[src/hw/rtl/ats_pkg.sv]
package ats_pkg;

  // character codes the scanner reacts to
  localparam logic [7:0] CHAR_NUL   = 8'd0;
  localparam logic [7:0] CHAR_TAB   = 8'd9;
  localparam logic [7:0] CHAR_NL    = 8'd10;
  localparam logic [7:0] CHAR_VT    = 8'd11;
  localparam logic [7:0] CHAR_FF    = 8'd12;
  localparam logic [7:0] CHAR_CR    = 8'd13;
  localparam logic [7:0] CHAR_SPACE = 8'd32;
  localparam logic [7:0] CHAR_HASH  = 8'd35;
  localparam logic [7:0] CHAR_PLUS  = 8'd43;
  localparam logic [7:0] CHAR_MINUS = 8'd45;
  localparam logic [7:0] CHAR_ZERO  = 8'd48;
  localparam logic [7:0] CHAR_NINE  = 8'd57;

  // defaults for the top-level parameters
  localparam int DEF_MAX_TOKEN_LEN = 255;
  localparam int DEF_LINE_BITS     = 16;

  // depth of the queue between classifier and scanner
  localparam int QUEUE_DEPTH = 4;

  localparam int NUM_KW     = 4;
  localparam int OUT_LINE_W = 16;

  typedef enum logic [1:0] {
    TT_NUMBER = 2'd0,
    TT_INSTR  = 2'd1,
    TT_ERROR  = 2'd2,
    TT_END    = 2'd3
  } tok_type_t;

  typedef enum logic [1:0] {
    KW_NOP  = 2'd0,
    KW_PUSH = 2'd1,
    KW_ADD  = 2'd2,
    KW_HLT  = 2'd3
  } kw_code_t;

  // one classified source byte
  typedef struct packed {
    logic [7:0] code;
    logic       is_end;
    logic       is_delim;
    logic       is_newline;
    logic       is_digit;
    logic       is_blank;
    logic       is_sign;
    logic       is_minus;
    logic       is_hash;
  } char_class_t;

  function automatic logic [2:0] kw_len(input kw_code_t k);
    logic [2:0] len;
    unique case (k)
      KW_NOP:  len = 3'd3;
      KW_PUSH: len = 3'd4;
      KW_ADD:  len = 3'd3;
      KW_HLT:  len = 3'd3;
      default: len = 3'd3;
    endcase
    return len;
  endfunction

  function automatic logic [7:0] kw_char(input kw_code_t k, input logic [1:0] idx);
    logic [31:0] txt;
    unique case (k)
      KW_NOP:  txt = {8'd0, "P", "O", "N"};
      KW_PUSH: txt = {"H", "S", "U", "P"};
      KW_ADD:  txt = {8'd0, "D", "D", "A"};
      KW_HLT:  txt = {8'd0, "T", "L", "H"};
      default: txt = 32'd0;
    endcase
    return txt[idx*8 +: 8];
  endfunction

endpackage

[src/hw/rtl/ats_front.sv]
module ats_front
  import ats_pkg::*;
(
  input  logic        in_valid,
  output logic        in_stall,
  input  logic [7:0]  in_char_code,
  input  logic        q_full,
  output logic        q_push,
  output char_class_t q_data
);

  logic [7:0] c;

  assign c        = in_char_code;
  assign in_stall = q_full;
  assign q_push   = in_valid && !q_full;

  always_comb begin
    q_data.code       = c;
    q_data.is_end     = (c == CHAR_NUL);
    q_data.is_newline = (c == CHAR_NL);
    q_data.is_delim   = (c == CHAR_NUL) || (c == CHAR_NL) || (c == CHAR_SPACE);
    q_data.is_digit   = (c >= CHAR_ZERO) && (c <= CHAR_NINE);
    q_data.is_blank   = (c == CHAR_TAB) || (c == CHAR_VT) || (c == CHAR_FF) ||
                        (c == CHAR_CR);
    q_data.is_sign    = (c == CHAR_PLUS) || (c == CHAR_MINUS);
    q_data.is_minus   = (c == CHAR_MINUS);
    q_data.is_hash    = (c == CHAR_HASH);
  end

endmodule

[src/hw/rtl/ats_queue.sv]
module ats_queue
  import ats_pkg::*;
(
  input  logic        clk,
  input  logic        rst_n,
  input  logic        push,
  input  char_class_t push_data,
  output logic        full,
  input  logic        pop,
  output logic        q_valid,
  output char_class_t q_data
);

  localparam int PTR_W = $clog2(QUEUE_DEPTH);
  localparam int CNT_W = $clog2(QUEUE_DEPTH + 1);

  char_class_t         entries_r [QUEUE_DEPTH];
  logic [PTR_W-1:0]    wr_ptr_r, wr_ptr_nxt;
  logic [PTR_W-1:0]    rd_ptr_r, rd_ptr_nxt;
  logic [CNT_W-1:0]    count_r, count_nxt;

  assign full    = (count_r == CNT_W'(QUEUE_DEPTH));
  assign q_valid = (count_r != '0);
  assign q_data  = entries_r[rd_ptr_r];

  always_comb begin
    wr_ptr_nxt = wr_ptr_r;
    rd_ptr_nxt = rd_ptr_r;
    count_nxt  = count_r;
    if (push) begin
      wr_ptr_nxt = (wr_ptr_r == PTR_W'(QUEUE_DEPTH - 1)) ? '0 : wr_ptr_r + PTR_W'(1);
    end
    if (pop) begin
      rd_ptr_nxt = (rd_ptr_r == PTR_W'(QUEUE_DEPTH - 1)) ? '0 : rd_ptr_r + PTR_W'(1);
    end
    if (push && !pop) begin
      count_nxt = count_r + CNT_W'(1);
    end else if (pop && !push) begin
      count_nxt = count_r - CNT_W'(1);
    end
  end

  always_ff @(posedge clk) begin
    if (!rst_n) begin
      wr_ptr_r <= '0;
      rd_ptr_r <= '0;
      count_r  <= '0;
    end else begin
      wr_ptr_r <= wr_ptr_nxt;
      rd_ptr_r <= rd_ptr_nxt;
      count_r  <= count_nxt;
    end
  end

  always_ff @(posedge clk) begin
    if (push) begin
      entries_r[wr_ptr_r] <= push_data;
    end
  end

  a_no_pop_empty: assert property (@(posedge clk) disable iff (!rst_n)
    pop |-> count_r != '0)
    else $error("queue popped while empty");

  a_pop_count: assert property (@(posedge clk) disable iff (!rst_n)
    (pop && !push) |=> count_r == $past(count_r) - CNT_W'(1))
    else $error("queue count did not drop on pop");

endmodule

[src/hw/rtl/ats_back.sv]
module ats_back
  import ats_pkg::*;
#(
  parameter int MAX_TOKEN_LEN = DEF_MAX_TOKEN_LEN,
  parameter int LINE_BITS     = DEF_LINE_BITS
) (
  input  logic                   clk,
  input  logic                   rst_n,
  input  logic                   q_valid,
  input  char_class_t            q_data,
  output logic                   q_pop,
  output logic                   out_valid,
  input  logic                   out_stall,
  output logic [1:0]             out_token_type,
  output logic signed [31:0]     out_token_value,
  output logic [OUT_LINE_W-1:0]  out_line_number,
  output logic                   out_last
);

  localparam int LEN_W = $clog2(MAX_TOKEN_LEN + 2);

  typedef enum logic [2:0] {
    PH_SKIP   = 3'b001,
    PH_DIGITS = 3'b010,
    PH_DONE   = 3'b100
  } phase_t;

  logic [LEN_W-1:0]      len_r, len_nxt;
  logic                  is_num_r, is_num_nxt;
  phase_t                phase_r, phase_nxt;
  logic                  neg_r, neg_nxt;
  logic [31:0]           acc_r, acc_nxt;
  logic [NUM_KW-1:0]     cand_r, cand_nxt;
  logic [LINE_BITS-1:0]  line_r, line_nxt;
  logic                  halted_r, halted_nxt;

  logic                  out_valid_r, out_valid_nxt;
  tok_type_t             type_r, type_nxt;
  logic [31:0]           value_r, value_nxt;
  logic [OUT_LINE_W-1:0] oline_r, oline_nxt;
  logic                  last_r, last_nxt;

  logic                            take;
  logic [31:0]                     acc_step;
  logic [LINE_BITS+OUT_LINE_W-1:0] line_ext;
  tok_type_t                       res_type;
  logic [31:0]                     res_value;
  logic                            found;
  logic                            emit;

  assign take     = q_valid && (!out_valid_r || !out_stall);
  assign q_pop    = take;
  assign acc_step = (acc_r << 3) + (acc_r << 1) + {28'd0, q_data.code[3:0]};
  assign line_ext = {{OUT_LINE_W{1'b0}}, line_r};

  assign out_valid       = out_valid_r;
  assign out_token_type  = type_r;
  assign out_token_value = value_r;
  assign out_line_number = oline_r;
  assign out_last        = last_r;

  // token result as of the delimiter
  always_comb begin
    res_type  = TT_ERROR;
    res_value = '0;
    found     = 1'b0;
    if (len_r == '0) begin
      res_type = TT_END;
    end else if (len_r > LEN_W'(MAX_TOKEN_LEN)) begin
      res_type = TT_ERROR;
    end else if (is_num_r) begin
      res_type  = TT_NUMBER;
      res_value = neg_r ? (32'd0 - acc_r) : acc_r;
    end else begin
      for (int k = 0; k < NUM_KW; k++) begin
        if (!found && cand_r[k] && (len_r == LEN_W'(kw_len(kw_code_t'(k))))) begin
          found     = 1'b1;
          res_type  = TT_INSTR;
          res_value = 32'(k);
        end
      end
    end
  end

  always_comb begin
    len_nxt       = len_r;
    is_num_nxt    = is_num_r;
    phase_nxt     = phase_r;
    neg_nxt       = neg_r;
    acc_nxt       = acc_r;
    cand_nxt      = cand_r;
    line_nxt      = line_r;
    halted_nxt    = halted_r;
    out_valid_nxt = out_valid_r && out_stall;
    type_nxt      = type_r;
    value_nxt     = value_r;
    oline_nxt     = oline_r;
    last_nxt      = last_r;
    emit          = 1'b0;

    if (take) begin
      if (halted_r) begin
        if (q_data.is_end) begin
          len_nxt    = '0;
          is_num_nxt = 1'b0;
          phase_nxt  = PH_SKIP;
          neg_nxt    = 1'b0;
          acc_nxt    = '0;
          cand_nxt   = '1;
          line_nxt   = '0;
          halted_nxt = 1'b0;
        end
      end else if (!q_data.is_delim) begin
        if (len_r == '0) begin
          is_num_nxt = q_data.is_hash;
        end else if (is_num_r) begin
          unique case (phase_r)
            PH_SKIP: begin
              if (!q_data.is_blank) begin
                priority if (q_data.is_sign) begin
                  neg_nxt   = q_data.is_minus;
                  phase_nxt = PH_DIGITS;
                end else if (!q_data.is_digit) begin
                  phase_nxt = PH_DONE;
                end else begin
                  phase_nxt = PH_DIGITS;
                  acc_nxt   = acc_step;
                end
              end
            end
            PH_DIGITS: begin
              if (q_data.is_digit) begin
                acc_nxt = acc_step;
              end else begin
                phase_nxt = PH_DONE;
              end
            end
            PH_DONE: begin
              phase_nxt = PH_DONE;
            end
            default: begin
              phase_nxt = phase_r;
            end
          endcase
        end
        for (int k = 0; k < NUM_KW; k++) begin
          if (!((len_r < LEN_W'(kw_len(kw_code_t'(k)))) &&
                (kw_char(kw_code_t'(k), len_r[1:0]) == q_data.code))) begin
            cand_nxt[k] = 1'b0;
          end
        end
        if (len_r <= LEN_W'(MAX_TOKEN_LEN)) begin
          len_nxt = len_r + LEN_W'(1);
        end
      end else begin
        emit = (len_r != '0) || q_data.is_end;
        if (emit) begin
          out_valid_nxt = 1'b1;
          type_nxt      = res_type;
          value_nxt     = res_value;
          oline_nxt     = line_ext[OUT_LINE_W-1:0];
          last_nxt      = q_data.is_end || (res_type == TT_ERROR);
        end
        len_nxt    = '0;
        is_num_nxt = 1'b0;
        phase_nxt  = PH_SKIP;
        neg_nxt    = 1'b0;
        acc_nxt    = '0;
        cand_nxt   = '1;
        if (q_data.is_newline && (line_r != {LINE_BITS{1'b1}})) begin
          line_nxt = line_r + LINE_BITS'(1);
        end
        if (emit && (res_type == TT_ERROR) && !q_data.is_end) begin
          halted_nxt = 1'b1;
        end
        if (q_data.is_end) begin
          line_nxt   = '0;
          halted_nxt = 1'b0;
        end
      end
    end
  end

  always_ff @(posedge clk) begin
    if (!rst_n) begin
      len_r       <= '0;
      is_num_r    <= 1'b0;
      phase_r     <= PH_SKIP;
      neg_r       <= 1'b0;
      acc_r       <= '0;
      cand_r      <= '1;
      line_r      <= '0;
      halted_r    <= 1'b0;
      out_valid_r <= 1'b0;
    end else begin
      len_r       <= len_nxt;
      is_num_r    <= is_num_nxt;
      phase_r     <= phase_nxt;
      neg_r       <= neg_nxt;
      acc_r       <= acc_nxt;
      cand_r      <= cand_nxt;
      line_r      <= line_nxt;
      halted_r    <= halted_nxt;
      out_valid_r <= out_valid_nxt;
    end
  end

  always_ff @(posedge clk) begin
    type_r  <= type_nxt;
    value_r <= value_nxt;
    oline_r <= oline_nxt;
    last_r  <= last_nxt;
  end

  a_error_is_last: assert property (@(posedge clk) disable iff (!rst_n)
    (out_valid_r && (type_r == TT_ERROR)) |-> last_r)
    else $error("error result without last");

  a_end_gives_result: assert property (@(posedge clk) disable iff (!rst_n)
    (take && q_data.is_end && !halted_r) |=> (out_valid_r && last_r))
    else $error("end of text gave no last result");

  a_halted_no_token: assert property (@(posedge clk) disable iff (!rst_n)
    halted_r |-> (len_r == '0))
    else $error("token bytes collected while halted");

endmodule

[src/hw/rtl/assembly_token_scanner_core.sv]
// assembly token scanner
// in_*:  one source byte per word (in_char_code); space, newline and nul end
//        a token, nul also ends the source text
// out_*: one result word per token: type, value, line number and last flag;
//        a nul with no token before it gives an end word with last set
// a word moves on a channel at a rising edge where valid is high and stall
// is low
// the front classifies each accepted byte and writes it to a four-word
// queue; the back scanner pops one byte per cycle and updates the token
// state (one multiply-by-ten accumulate or one compare set per byte)
// throughput: one byte per cycle, sustained, while out_stall stays low
// a delimiter byte is written to the queue, popped by the back scanner, and
// its result is registered, after the bytes queued ahead of it are scanned
// stall: the result register holds its word while out_stall is high, the
// scanner stops popping, the queue fills and in_stall rises once four
// words are queued
// after an error result the back drops bytes up to and including the next
// nul, which re-arms the scanner
// reset (rst_n low, synchronous) empties the queue, clears the token state
// and the line counter and drops any pending result word
module assembly_token_scanner_core
  import ats_pkg::*;
#(
  parameter int MAX_TOKEN_LEN = DEF_MAX_TOKEN_LEN,
  parameter int LINE_BITS     = DEF_LINE_BITS
) (
  input  logic                  clk,
  input  logic                  rst_n,
  input  logic                  in_valid,
  output logic                  in_stall,
  input  logic [7:0]            in_char_code,
  output logic                  out_valid,
  input  logic                  out_stall,
  output logic [1:0]            out_token_type,
  output logic signed [31:0]    out_token_value,
  output logic [OUT_LINE_W-1:0] out_line_number,
  output logic                  out_last
);

  // front to queue
  logic        q_full;
  logic        q_push;
  char_class_t q_push_data;

  // queue to back
  logic        q_valid;
  logic        q_pop;
  char_class_t q_head;

  // classify bytes and own the input handshake
  ats_front u_front (
    .in_valid     (in_valid),
    .in_stall     (in_stall),
    .in_char_code (in_char_code),
    .q_full       (q_full),
    .q_push       (q_push),
    .q_data       (q_push_data)
  );

  // decouples input stalls from result stalls
  ats_queue u_queue (
    .clk       (clk),
    .rst_n     (rst_n),
    .push      (q_push),
    .push_data (q_push_data),
    .full      (q_full),
    .pop       (q_pop),
    .q_valid   (q_valid),
    .q_data    (q_head)
  );

  // token scanner with registered result word
  ats_back #(
    .MAX_TOKEN_LEN (MAX_TOKEN_LEN),
    .LINE_BITS     (LINE_BITS)
  ) u_back (
    .clk             (clk),
    .rst_n           (rst_n),
    .q_valid         (q_valid),
    .q_data          (q_head),
    .q_pop           (q_pop),
    .out_valid       (out_valid),
    .out_stall       (out_stall),
    .out_token_type  (out_token_type),
    .out_token_value (out_token_value),
    .out_line_number (out_line_number),
    .out_last        (out_last)
  );

endmodule
[config.mk]
export PLATFORM = sky130hd
export DESIGN_NAME = assembly_token_scanner_core
export DESIGN_NICKNAME = d
export VERILOG_FILES = /design/src/hw/rtl/ats_pkg.sv /design/src/hw/rtl/ats_front.sv /design/src/hw/rtl/ats_queue.sv /design/src/hw/rtl/ats_back.sv /design/src/hw/rtl/assembly_token_scanner_core.sv
export SDC_FILE = /design/constraint.sdc
export NUM_CORES = 1
export LEC_CHECK = 0
export BUFFER_PORTS_ARGS = -buffer_cell sky130_fd_sc_hd__buf_2
export CAP_MARGIN = 20
export CORE_MARGIN = 10
export CORE_UTILIZATION = 50
export DETAILED_ROUTE_END_ITERATION = 16
export MAX_ROUTING_LAYER = met4
export PLACE_DENSITY_LB_ADDON = 0.15
export SETUP_SLACK_MARGIN = 0.3
export SYNTH_ARGS = -nofsm -noshare
export SYNTH_HDL_FRONTEND = slang
export SYNTH_SLANG_ARGS = --single-unit
export TNS_END_PERCENT = 30
[constraint.sdc]
create_clock -name clk -period 11 [get_ports clk]
set_clock_uncertainty 0.05 [all_clocks]
set_input_delay 1.1 -clock clk [delete_from_list [all_inputs] [get_ports clk]]
set_output_delay 1.1 -clock clk [all_outputs]
set_load 0.005 [all_outputs]
After elaboration in Yosys (flattened, before gate mapping):

Memories as Yosys holds them, arrays and structs flattened. A register that Yosys moved wholly into a read port is not among the register bits.
Cells that the tools add are included.

* add/subtract/negate cells: 9
* order comparisons: 6
* equal/unequal tests: 33
* shift-type cells: 4
* mux-type cells: 111
* bitwise gates (word level): 1
* reduce and logical (&&, ||, !) cells: 64

Operators by type and width (number)
* $mux 32: 22
* $shiftx 32x6->8: 4
* $mux 16: 5
* $mux 3: 23
* $pmux 32 s2: 1
* $eq 8x4->1 const B: 5
* $mux 1: 39
* $mux 9: 4
* $add 32x32->32: 1
* $add 32x4->32: 1
* $eq 8x6->1 const B: 4
* $eq 8x8->1: 4
* $sub 1x32->32 const A: 1
* $mux 2: 13
* $reduce_and 7->1: 3
* $logic_and 1x1->1: 20
* $eq 9x3->1: 2
* $lt 9x3->1: 2
* $reduce_and 3->1: 6
* $reduce_bool 3->1: 6
* $add 16x1->16 const B: 1
* $ne 16x16->1 const B: 1
* $ne 3x1->1 const B: 5
* $mux 4: 3
* 28 further kinds: 52

* register bits: 126
* RAM bits: 64
* bits of input ports: 12
* output and inout port bits: 53
* word-level logic and storage cells: 248
* memories kept: 1

Memory list
* u_queue.entries_r: depth 4, width 16, read ports 1, clocked after memory_dff 1, wr ports 1, RTL line ats_queue.sv:17 `char_class_t entries_r [QUEUE_DEPTH];`

Logic depth before layout (Yosys ltp):

Gate-level depths: netlist (run 1).

* depth after elaboration: 37
* depth in mapped cells: 16
* gate-level depth less buffers: 14

Hierarchy:

A second synthesis (run 1) with hierarchy kept.

* cells, all modules: 968
* area total of the unflattened synthesis: 10446.3 um^2

By module, submodules not included
* ats_back: instances 1, cells each 809, area an instance 7407.1 um^2, seq. area each 2892.8 um^2
* ats_queue: instances 1, cells each 128, area an instance 2805.2 um^2, seq. area each 2102.0 um^2
* ats_front: instances 1, cells each 31, area an instance 234.0 um^2, seq. area each 0.0 um^2

Worst setup path after synthesis (run 1):

Ideal clock, no wire load.

* kind: in2reg
* start point: in out_stall
* end point: reg u_back.last_r (netlist: u_back.out_last), enable pin
* setup time: 0.539 ns
* data arrival time: 5.375 ns
* required time: 10.411 ns
* setup slack: 5.036 ns
* cell stages on the path: 4
* path buffers: 0
* cells stage by stage: nand2_1 > o31ai_1 > nand2b_1 > a211oi_1

* longest elaborated chain between the ends: 4

Ends and longest elaborated chain
* start: declaration: RTL line assembly_token_scanner_core.sv:33 `input logic out_stall,`
* $logic_not 1->1: RTL line ats_back.sv:51 `assign take = q_valid && (!out_valid_r || !out_stall);`
* $logic_or 1x1->1: RTL line ats_back.sv:51
* $logic_and 1x1->1: RTL line ats_back.sv:51
* $reduce_and 4->1 (no line)
* end signal: assignment: RTL line ats_back.sv:212 `last_r <= last_nxt;`
* end: declaration: RTL line ats_back.sv:41 `logic last_r, last_nxt;`

Every way passes these cells.
A chain may end at the register's enable or synchronous reset.

==> impl_metrics.csv, run 1 <==
group,metric,value,unit
outcome,outcome,"completed",
yosys,synth_enable_flop_cells,115,
setup_path,critical_path_required,11.28,ns
setup_path,critPathMaxFanout,9,
setup_path,cp_data_arrival_time,4.81,ns
routing,remaining_drc_errors,0,
yosys,share_of_flip_flops_with_an_asynchronous_set_or_reset,0,%
sta,timing_worst_slew_pin_value,0.841,ns
clock_network,worst_setup_hold_path_clk_slew,0.08,ns
hold_path,hp-start,"u_back.cand_r[0]",
sta,final.period_utilization,41.1,%
routing,wl_met1,10400,um
grt,grt-ovfl-total,0,
die,num_rows,52,
setup_path,setup.worst_path.end_class,"flop",
clock_network,clock_tree.htree_level_count,4,
layout,postLayoutCoreUtil,56.5,%
yosys,ys.warnings.count,0,
die,core_region_area,0.0201,mm2
hold_path,min_path_type,"flop to flop",
grt,pin_count_of_the_biggest_net_entering_global_routing,46,
clock_network,postCtsSetupBuffers,0,
yosys,dominantRegCellSynth,"edfxtp_1",
grt,gr-usage-all-layers,17.0,%
yosys,yosys_register_bits,192,
sta,finalSetupViolCount,0,
layout,layout_common_cells,"116 x nor2_1, 115 x edfxtp_1, 77 x dfxtp_1, 71 x ha_1, 65 x a21oi_1",
routing,route.met2.wl,9910,um
layout,multi_input_gate_area,0.00492,mm2
sta,total_neg_setup_slack,0,ns
yosys,synth_nets,1025,
sta,worst_slew_margin_rel,43.9,%
clock_network,cts_buffers,17,
setup_path,worst-r2r-setup-slack,6.48,ns
clock_network,post_cts_resized,0,
yosys,ys_seq_area_share,49.2,%
routing,routed.top_layer,"met4",
grt,grt_pass1_vias,6944,
pwr,total_leakage_power,4.47,nW
layout,final_nets,1083,
sta,rsz0062_at_grt,"no",
placement,place.port_buffers,64,
clock_network,numClockSinks,192,
yosys,syn-cell-area,0.0101,mm2
routing,met3RoutedLength,790,um
setup_path,worst-r2r-cell-count,13,
routing,drt-pass1-iter-count,5,
routing,dr.first_iter.drc_count,458,
die,die_h,162,um
clock_network,clock_insertion_delay_at_the_later_pin_of_the_skew_report,0.43,ns
setup_path,worst_r2r_endpoint,"u_back.acc_r[30]",
layout,fillerInstances,1717,
sta,maxSlewViolCount,0,
routing,via_count,7128,
routing,antenna_left,0,
yosys,post_synth.cell_area_avg,10.8,um2
yosys,syn_inst,939,
clock_network,cts_tree,"done",
routing,wire_per_inst,16.7,um
routing,detail_route.vias_per_cell,5.57,
setup_path,setup.worst_path.class,"flop to flop",
placement,gpl.final_weighted_congestion,0.888,
hold_path,min_path_cells,1,
flow_run,cap_violations,0,
die,design.die.area,0.0264,mm2
placement,hpwl,15200,um
clock_network,cts_root_buf,"clkbuf_16",
die,start_util,50.5,%
sta,period_minus_slack,4.52,ns
layout,drive_above_1_share,14.1,%
grt,wire_length_of_the_first_global_routing_pass,35600,um
yosys,synth.lib_cells_used.distinct,69,
routing,detailed_route_wl,21300,um
die,die_w,162,um
clock_network,max-clock-path-buffers,2,
sta,timing_hold_violations_final,0,
layout,mostFrequentLayoutCell,"nor2_1",
grt,antenna_found_initial,0,
layout,num_antenna_cells,0,
layout,flow.area_growth_from_synthesis,12.0,%
sta,max_freq,221,MHz
layout,sequential_cell_area,0.00499,mm2
clock_network,cts_hold_buffers,0,
setup_path,critical_path.startpoint_type,"flop",
pwr,worst_ir_drop_vdd,0.000123,V
die,io_pins,65,
pwr,power_density,197,mW/mm2
hold_path,worst_hold_path_ep,"u_back.cand_r[0]",
-- state kept, by name, indices dropped and copies added (netlist names), 3 cells and up, named ones only --
name	count
u_back.acc_r	32
u_back.cand_r	4
u_back.len_r	9
u_back.line_r	16
u_back.out_line_number	16
u_back.out_token_value	32
u_back.phase_r	3
u_queue.count_r	3
u_queue.entries_r	64
-- metal layers --
metal,vias up,GRT usage [%]
met5,-,-
met4,0,4.63
met3,17,3.16
met2,116,26.2
met1,3415,22.5
li1,3580,-
-- synth_stat cells, drive strengths merged (3+ instances only) --
master / number / area [um2]
and2: 6 / 37.5
dfxtp: 77 / 1540
a21o: 15 / 113
nor2b: 6 / 37.5
a211oi: 4 / 30.0
a22o: 12 / 105
a21oi: 65 / 325
a32oi: 3 / 26.3
or3: 8 / 50.1
o41ai: 9 / 105
fa: 3 / 60.1
and3: 5 / 31.3
clkbuf: 19 / 71.3
edfxtp: 115 / 3450
mux2i: 5 / 50.1
ha: 71 / 888
o21ai: 47 / 235
nor2: 118 / 448
xor2: 52 / 455
nand4: 11 / 68.8
nand2b: 16 / 108
o21bai: 4 / 30.0
a31oi: 5 / 31.3
nor3b: 3 / 22.5
nand3: 30 / 150
xnor2: 32 / 280
o31ai: 13 / 108
nand2: 49 / 184
or4: 8 / 67.6
nor3: 27 / 140
mux4: 14 / 315
buf: 15 / 72.6
nor4: 13 / 133
inv: 29 / 109
or2: 3 / 18.8
a22oi: 5 / 37.5
-- cell families (layout without fill, tap and decap cells) --
logic type               after synthesis  in the layout  synth area share [%]
XOR/XNOR                              84             84                  7.25
AO/OA/AOI/OAI                        197            197                  12.6
multiplexers                          20             20                  3.71
adder cells (fa/ha/maj)               74             74                  9.35
flip-flops                           192            192                  49.2
AND/OR/NAND/NOR                      309            309                  15.4
buffers and inverters                 63            134                  2.49
-- how the worst max path moves through the flow --
stage	to	cells after the start	start	slack (ns)
finish	u_back.acc_r[30]	13	flop	6.48
global route	u_back.acc_r[30]	13	flop	6.16
CTS	u_back.acc_r[30]	13	flop	6.42
detailed placement	u_back.acc_r[30]	13	flop	6.41
global placement	u_back.acc_r[30]	13	flop	6.45
floorplan	u_back.out_last	4	out_stall	5.04
-- metrics by stage --
step	power [mW]	instances	instance area [um2]	hold WS, ns	worst slack (ns)
after global placement	1.62	1247	10700	0.401	6.45
after detailed placement	1.63	1247	10700	0.407	6.41
after floorplan	1.42	939	10100	0.377	5.04
after global routing	2.38	1280	11400	0.438	6.16
after CTS	2.27	1279	11300	0.423	6.42
final	2.24	1280	11400	0.424	6.48
-- power by group --
part / internal [mW] / leakage [nW] / total (mW) / switching, mW
clock: 0.329 / 0.300 / 0.636 / 0.307
combinational: 0.241 / 2.50 / 0.635 / 0.394
sequential: 0.900 / 1.66 / 0.971 / 0.0717
-- cell type report --
class                           instances  area share, %
Timing Repair Buffer                   73           3.48
Multi-Input combinational cell        684           43.3
Tap cell                              270           2.97
Sequential cell                       192           44.0
Clock buffer                           17           3.74
Clock inverter                         15           1.63
Inverter                               29          0.958
-- worst max-delay path: stages, from the launching register on --
cell and delay (ns):
dfxtp_1 0.68, mux4_2 0.67, fa_1 0.54, inv_1 0.07
fa_1 0.44, nand2b_1 0.18, a211o_1 0.30, a21oi_1 0.20
o21ai_0 0.16, o31ai_1 0.36, o21ai_0 0.23, o21ai_0 0.23
xor2_1 0.09, a22o_1 0.22
Power figures use the tool's default switching activity.
==> run 2: changes to the inputs <==
==> constraint.sdc (replaced) <==
create_clock -name clk -period 4.45 [get_ports clk]
set_clock_uncertainty 0.05 [all_clocks]
set_input_delay 0.445 -clock clk [delete_from_list [all_inputs] [get_ports clk]]
set_output_delay 0.445 -clock clk [all_outputs]
set_load 0.005 [all_outputs]
==> run 2 against run 1 <==
Compared with the run above:
- utilization grew 0.075 points
- highest routed layer unchanged
- register-to-register slack lost 6.0 ns
- global-route usage shrank 0.18 points
- clock power up 140%
- design area increased by 0.13%
==> impl_metrics.csv, run 2 (synthesis results as in run 1) <==
group,metric,value,unit
placement,place_area,0.0108,mm2
sta,timing.hold.ws,0.195,ns
pwr,power.total,5.50,mW
routing,route.met2.wl,10000,um
setup_path,worst-r2r-cell-count,13,
placement,hpwl,15300,um
grt,antenna_found_initial,0,
die,die_h,162,um
routing,dr.first_iter.drc_count,450,
sta,final.period_utilization,88.9,%
sta,max_freq,253,MHz
die,start_util,50.5,%
sta,finalSetupViolCount,0,
die,core_region_area,0.0201,mm2
grt,pin_count_of_the_biggest_net_entering_global_routing,42,
routing,detail_route.vias_per_cell,5.56,
pwr,worst_ir_drop_vdd,0.000363,V
setup_path,cp_data_arrival_time,4.24,ns
clock_network,cts_root_buf,"clkbuf_16",
clock_network,clock_tree.htree_level_count,4,
die,die_w,162,um
setup_path,critical_path.startpoint_type,"flop",
setup_path,critical_path.slowest_cell,"mux4_2",
sta,maxSlewViolCount,0,
routing,remaining_drc_errors,0,
layout,postLayoutCoreUtil,56.6,%
setup_path,crit_family,"compound AO/OA/AOI/OAI gates",
clock_network,cts_buffers,17,
clock_network,numClockSinks,192,
clock_network,worst_setup_hold_path_clk_slew,0.07,ns
layout,num_antenna_cells,0,
routing,via_count,7156,
hold_path,min_path_cells,3,
routing,met3RoutedLength,1020,um
grt,grt-ovfl-total,0,
die,design.die.area,0.0264,mm2
layout,layout_common_cells,"116 x nor2_1, 115 x edfxtp_1, 76 x dfxtp_1, 71 x ha_1, 65 x a21oi_1",
hold_path,min_path_type,"input pin to flop",
setup_path,setup.worst_path.class,"flop to flop",
setup_path,timing.critical_path.buf_inv,1,
layout,final_nets,1089,
layout,drive_above_1_share,14.7,%
setup_path,critical_path_required,4.73,ns
routing,routed.top_layer,"met4",
placement,gpl.final_weighted_congestion,0.864,
routing,wl_met1,10000,um
layout,design_area,0.0114,mm2
sta,total_neg_setup_slack,0,ns
flow_run,cap_violations,0,
die,num_rows,52,
grt,wire_length_of_the_first_global_routing_pass,35100,um
layout,max_flop_register,"u_queue.entries_r",
sta,rsz0062_at_grt,"no",
routing,antenna_left,0,
setup_path,crit_path_cell_trace,"mux4_2 -> fa_1 -> inv_1 -> fa_1 -> nand2b_1 -> a211o_1 -> a21oi_1 -> o21ai_0 -> o31ai_2 -> o21ai_1 -> o21ai_0 -> xor2_1 -> a22o_1",
placement,place.port_buffers,64,
layout,flow.area_growth_from_synthesis,12.1,%
clock_network,max-clock-path-buffers,2,
pwr,power_density,483,mW/mm2
routing,drt-pass1-iter-count,5,
setup_path,max_stage_delay,0.54,ns
clock_network,cts_tree,"done",
sta,worst_slew_margin_rel,43.1,%
sta,timing_worst_slew_pin_value,0.854,ns
setup_path,critPathMaxFanout,3,
layout,largest_reg_flops,64,
outcome,outcome,"completed",
sta,period_minus_slack,3.96,ns
pwr,total_leakage_power,4.48,nW
layout,mostFrequentLayoutCell,"nor2_1",
setup_path,path_depth,13,
grt,grt_pass1_vias,6895,
die,io_pins,65,
routing,detailed_route_wl,21300,um
setup_path,setup.worst_path.end_class,"flop",
routing,wire_per_inst,16.6,um
grt,gr-usage-all-layers,16.8,%
sta,timing_hold_violations_final,0,
clock_network,clock_insertion_delay_at_the_later_pin_of_the_skew_report,0.44,ns
## run 2: what timing repair did
item | in CTS | in global routing
setup buffers | 0 | 1
pin swaps | 1 | 1
endpoints found under the hold margin | 0 | 0
hold buffers | 0 | 0
gates resized for setup | 1 | 2
setup endpoints to repair | 1 | 1
## run 2: power breakdown
group	leakage (nW)	switching [mW]	internal (mW)	total, mW
logic	2.53	1.02	0.618	1.64
registers	1.66	0.140	2.23	2.36
clock network	0.285	0.713	0.788	1.50
total	4.48	1.87	3.63	5.50
## run 2: final cells by class
| class | instances | area [um2] |
|---|---|---|
| fillers | 1709 | 8730 |
| flip-flops and latches | 192 | 5000 |
| multi-input cells | 684 | 4920 |
| clock buffers | 20 | 468 |
| repair buffers | 79 | 433 |
| well taps | 270 | 338 |
| clock inverters | 12 | 114 |
| inverters | 29 | 109 |
## run 2: path summary, 6_finish.rpt
kind	start	to	slack (ns)
max	flop	u_back.acc_r[30]	0.49
min	out_stall	u_back.out_valid	0.19
min reg2reg	u_back.cand_r[1]	u_back.cand_r[1]	0.40
max reg2reg	flop	u_back.acc_r[30]	0.49
## run 2: through the flow
step,worst slack [ns],std cells
6_report,0.494,1286
5_1_grt,0.338,1286
4_1_cts,0.305,1285
3_5_place_dp,0.303,1253
3_3_place_gp,0.357,1253
2_1_floorplan,0.372,939
## run 2: per-layer routing
metal / global-route usage (%) / vias to the layer above
li1: - / 3596
met1: 21.9 / 3396
met2: 26.1 / 144
met3: 3.24 / 20
met4: 4.71 / 0
met5: - / -
## run 2: tightest hold or removal path: stages
cell     delay, ns
buf_2         0.09
a21oi_1       0.05
nor2_1        0.07
==> run 3: changes to the inputs <==
--- a/config.mk
+++ b/config.mk
@@ -9,6 +9,7 @@
 export CAP_MARGIN = 20
 export CORE_MARGIN = 10
 export CORE_UTILIZATION = 50
+export CTS_BUF_LIST = sky130_fd_sc_hd__clkbuf_4
 export DETAILED_ROUTE_END_ITERATION = 16
 export MAX_ROUTING_LAYER = met4
 export PLACE_DENSITY_LB_ADDON = 0.15
==> run 3 against run 2 <==
Compared with the run above:
- die area unchanged
- non-clock buffer count unchanged
- fmax increased by 1.1%
- worst setup slack improved by 0.044 ns
- sequential cell count unchanged
- register-to-register slack improved by 0.04 ns
- routed wire length decreased by 0.52%
- clock power decreased by 37%
- first-iteration DRC count decreased by 9.6%
- sequential power about the same
- design area decreased by 2.6%
- count of clock-buffer cells in the layout decreased by 2
==> impl_metrics.csv, run 3 (synthesis results as in run 1) <==
group,metric,value,unit
hold_path,hp-start,"in_char_code[6]",
placement,place_area,0.0108,mm2
sta,finalSetupViolCount,0,
die,design.die.area,0.0264,mm2
clock_network,max-clock-path-buffers,2,
sta,timing.hold.ws,0.0539,ns
clock_network,postCtsSetupBuffers,0,
layout,final_nets,1089,
layout,mostFrequentLayoutCell,"nor2_1",
layout,multi_input_gate_area,0.00492,mm2
layout,fillerInstances,1735,
placement,place.port_buffers,64,
grt,grt_pass1_vias,6868,
layout,drive_above_1_share,14.6,%
clock_network,clock_tree.htree_level_count,4,
sta,timing_worst_slew_pin_value,0.841,ns
routing,antenna_left,0,
hold_path,worst_hold_path_ep,"u_queue.entries_r[2][14]",
setup_path,worst_r2r_endpoint,"u_back.acc_r[30]",
die,num_rows,52,
grt,pin_count_of_the_biggest_net_entering_global_routing,42,
clock_network,cts_tree,"done",
die,die_w,162,um
sta,period_minus_slack,3.91,ns
hold_path,min_path_type,"input pin to flop",
clock_network,worst_setup_hold_path_clk_slew,0.17,ns
placement,place_worst_setup_slack,0.303,ns
outcome,outcome,"completed",
clock_network,numClockSinks,192,
sta,timing_hold_violations_final,0,
pwr,total_leakage_power,4.35,nW
sta,worst_slew_margin_rel,44.0,%
sta,rsz0062_at_grt,"no",
placement,hpwl,15300,um
routing,remaining_drc_errors,0,
die,start_util,50.5,%
sta,total_neg_setup_slack,0,ns
clock_network,cts_root_buf,"clkbuf_4",
layout,flow.area_growth_from_synthesis,9.24,%
die,die_h,162,um
layout,max_flop_register,"u_queue.entries_r",
routing,drt-pass1-iter-count,5,
sta,maxSlewViolCount,0,
routing,via_count,7143,
clock_network,clock_insertion_delay_at_the_later_pin_of_the_skew_report,0.58,ns
die,core_region_area,0.0201,mm2
setup_path,critical_path_required,4.90,ns
routing,wire_per_inst,16.5,um
placement,gpl.final_weighted_congestion,0.864,
sta,final.period_utilization,87.9,%
pwr,power_density,446,mW/mm2
layout,layout_common_cells,"116 x nor2_1, 115 x edfxtp_1, 76 x dfxtp_1, 71 x ha_1, 65 x a21oi_1",
setup_path,setup.worst_path.class,"flop to flop",
setup_path,setup.worst_path.end_class,"flop",
grt,antenna_found_initial,1,
grt,wire_length_of_the_first_global_routing_pass,34900,um
setup_path,cp_data_arrival_time,4.36,ns
grt,gr-usage-all-layers,16.6,%
flow_run,cap_violations,0,
grt,grt-ovfl-total,0,
setup_path,critical_path.startpoint_type,"flop",
layout,design_area,0.0111,mm2
setup_path,worst-r2r-cell-count,13,
sta,max_freq,256,MHz
sta,fin_ws,0.538,ns
setup_path,critPathMaxFanout,3,
routing,detail_route.vias_per_cell,5.55,
layout,largest_reg_flops,64,
setup_path,worst-r2r-setup-slack,0.54,ns
routing,dr.first_iter.drc_count,407,
pwr,worst_ir_drop_vdd,0.000361,V
die,io_pins,65,
routing,detailed_route_wl,21200,um
layout,sequential_cell_area,0.00500,mm2
clock_network,cts_buffers,17,
hold_path,min_path_cells,1,
pwr,power.total,4.95,mW
## run 3: cell count changes in the layout (fill, tap and decap cells not counted), sizes merged
cell	previous run	this run
diode	0	1
clkinv	4	5
buf	79	78
dlygate4sd3	0	1
clkbuf	20	18
bufinv	0	1
## run 3: metrics by stage
step,utilization (%),cells
after detailed placement,53.6,1253
after global routing,55.1,1287
after CTS,55.1,1286
after floorplan,-,939
after global placement,53.6,1253
final,55.1,1287
## run 3: how the worst max path moves through the flow
stage / cells past startpoint / slack (ns) / endpoint
floorplan: 15 / 0.37 / u_back.acc_r[30]
global placement: 13 / 0.36 / u_back.acc_r[30]
detailed placement: 13 / 0.30 / u_back.acc_r[30]
CTS: 13 / 0.33 / u_back.acc_r[30]
global route: 13 / 0.34 / u_back.acc_r[30]
finish: 13 / 0.54 / u_back.acc_r[30]
## run 3: cell type report
cell class / instances / area share (%)
multi-input cells: 684 / 44.4
repair buffers: 79 / 3.93
clock inverters: 14 / 1.33
well taps: 270 / 3.05
inverters: 29 / 0.982
clock buffers: 18 / 1.22
flip-flops and latches: 192 / 45.1
diodes: 1 / 0.0226
## run 3: per-layer routing
layer  global-route usage, %  wire length [um]  vias to the layer above
li1                        -                 -                     3584
met1                    21.8             10200                     3415
met2                    26.0              9990                      138
met3                    3.46               910                        6
met4                    3.76               122                        0
met5                       -                 0                        -
## run 3: timing repair
| item | CTS | global route |
|---|---|---|
| gates resized for setup | 0 | 3 |
| endpoints found under the hold margin | 1 | 0 |
| hold buffers | 1 | 0 |
| endpoints found under the setup margin | 0 | 1 |
## run 3: power breakdown
group | switching, mW | leakage (nW) | internal [mW]
Sequential | 0.141 | 1.66 | 2.22
Combinational | 1.02 | 2.53 | 0.619
Clock | 0.640 | 0.153 | 0.305
Total | 1.80 | 4.35 | 3.15
## run 3: worst max-delay path, stage by stage (launching register included)
cell	delay [ns]
dfxtp_2	0.39
mux4_2	0.54
fa_1	0.53
inv_1	0.07
fa_1	0.44
nand2b_1	0.18
a211o_1	0.29
a21oi_1	0.20
o21ai_0	0.19
o31ai_2	0.28
o21ai_0	0.20
o21ai_1	0.19
xor2_1	0.08
a22o_1	0.22
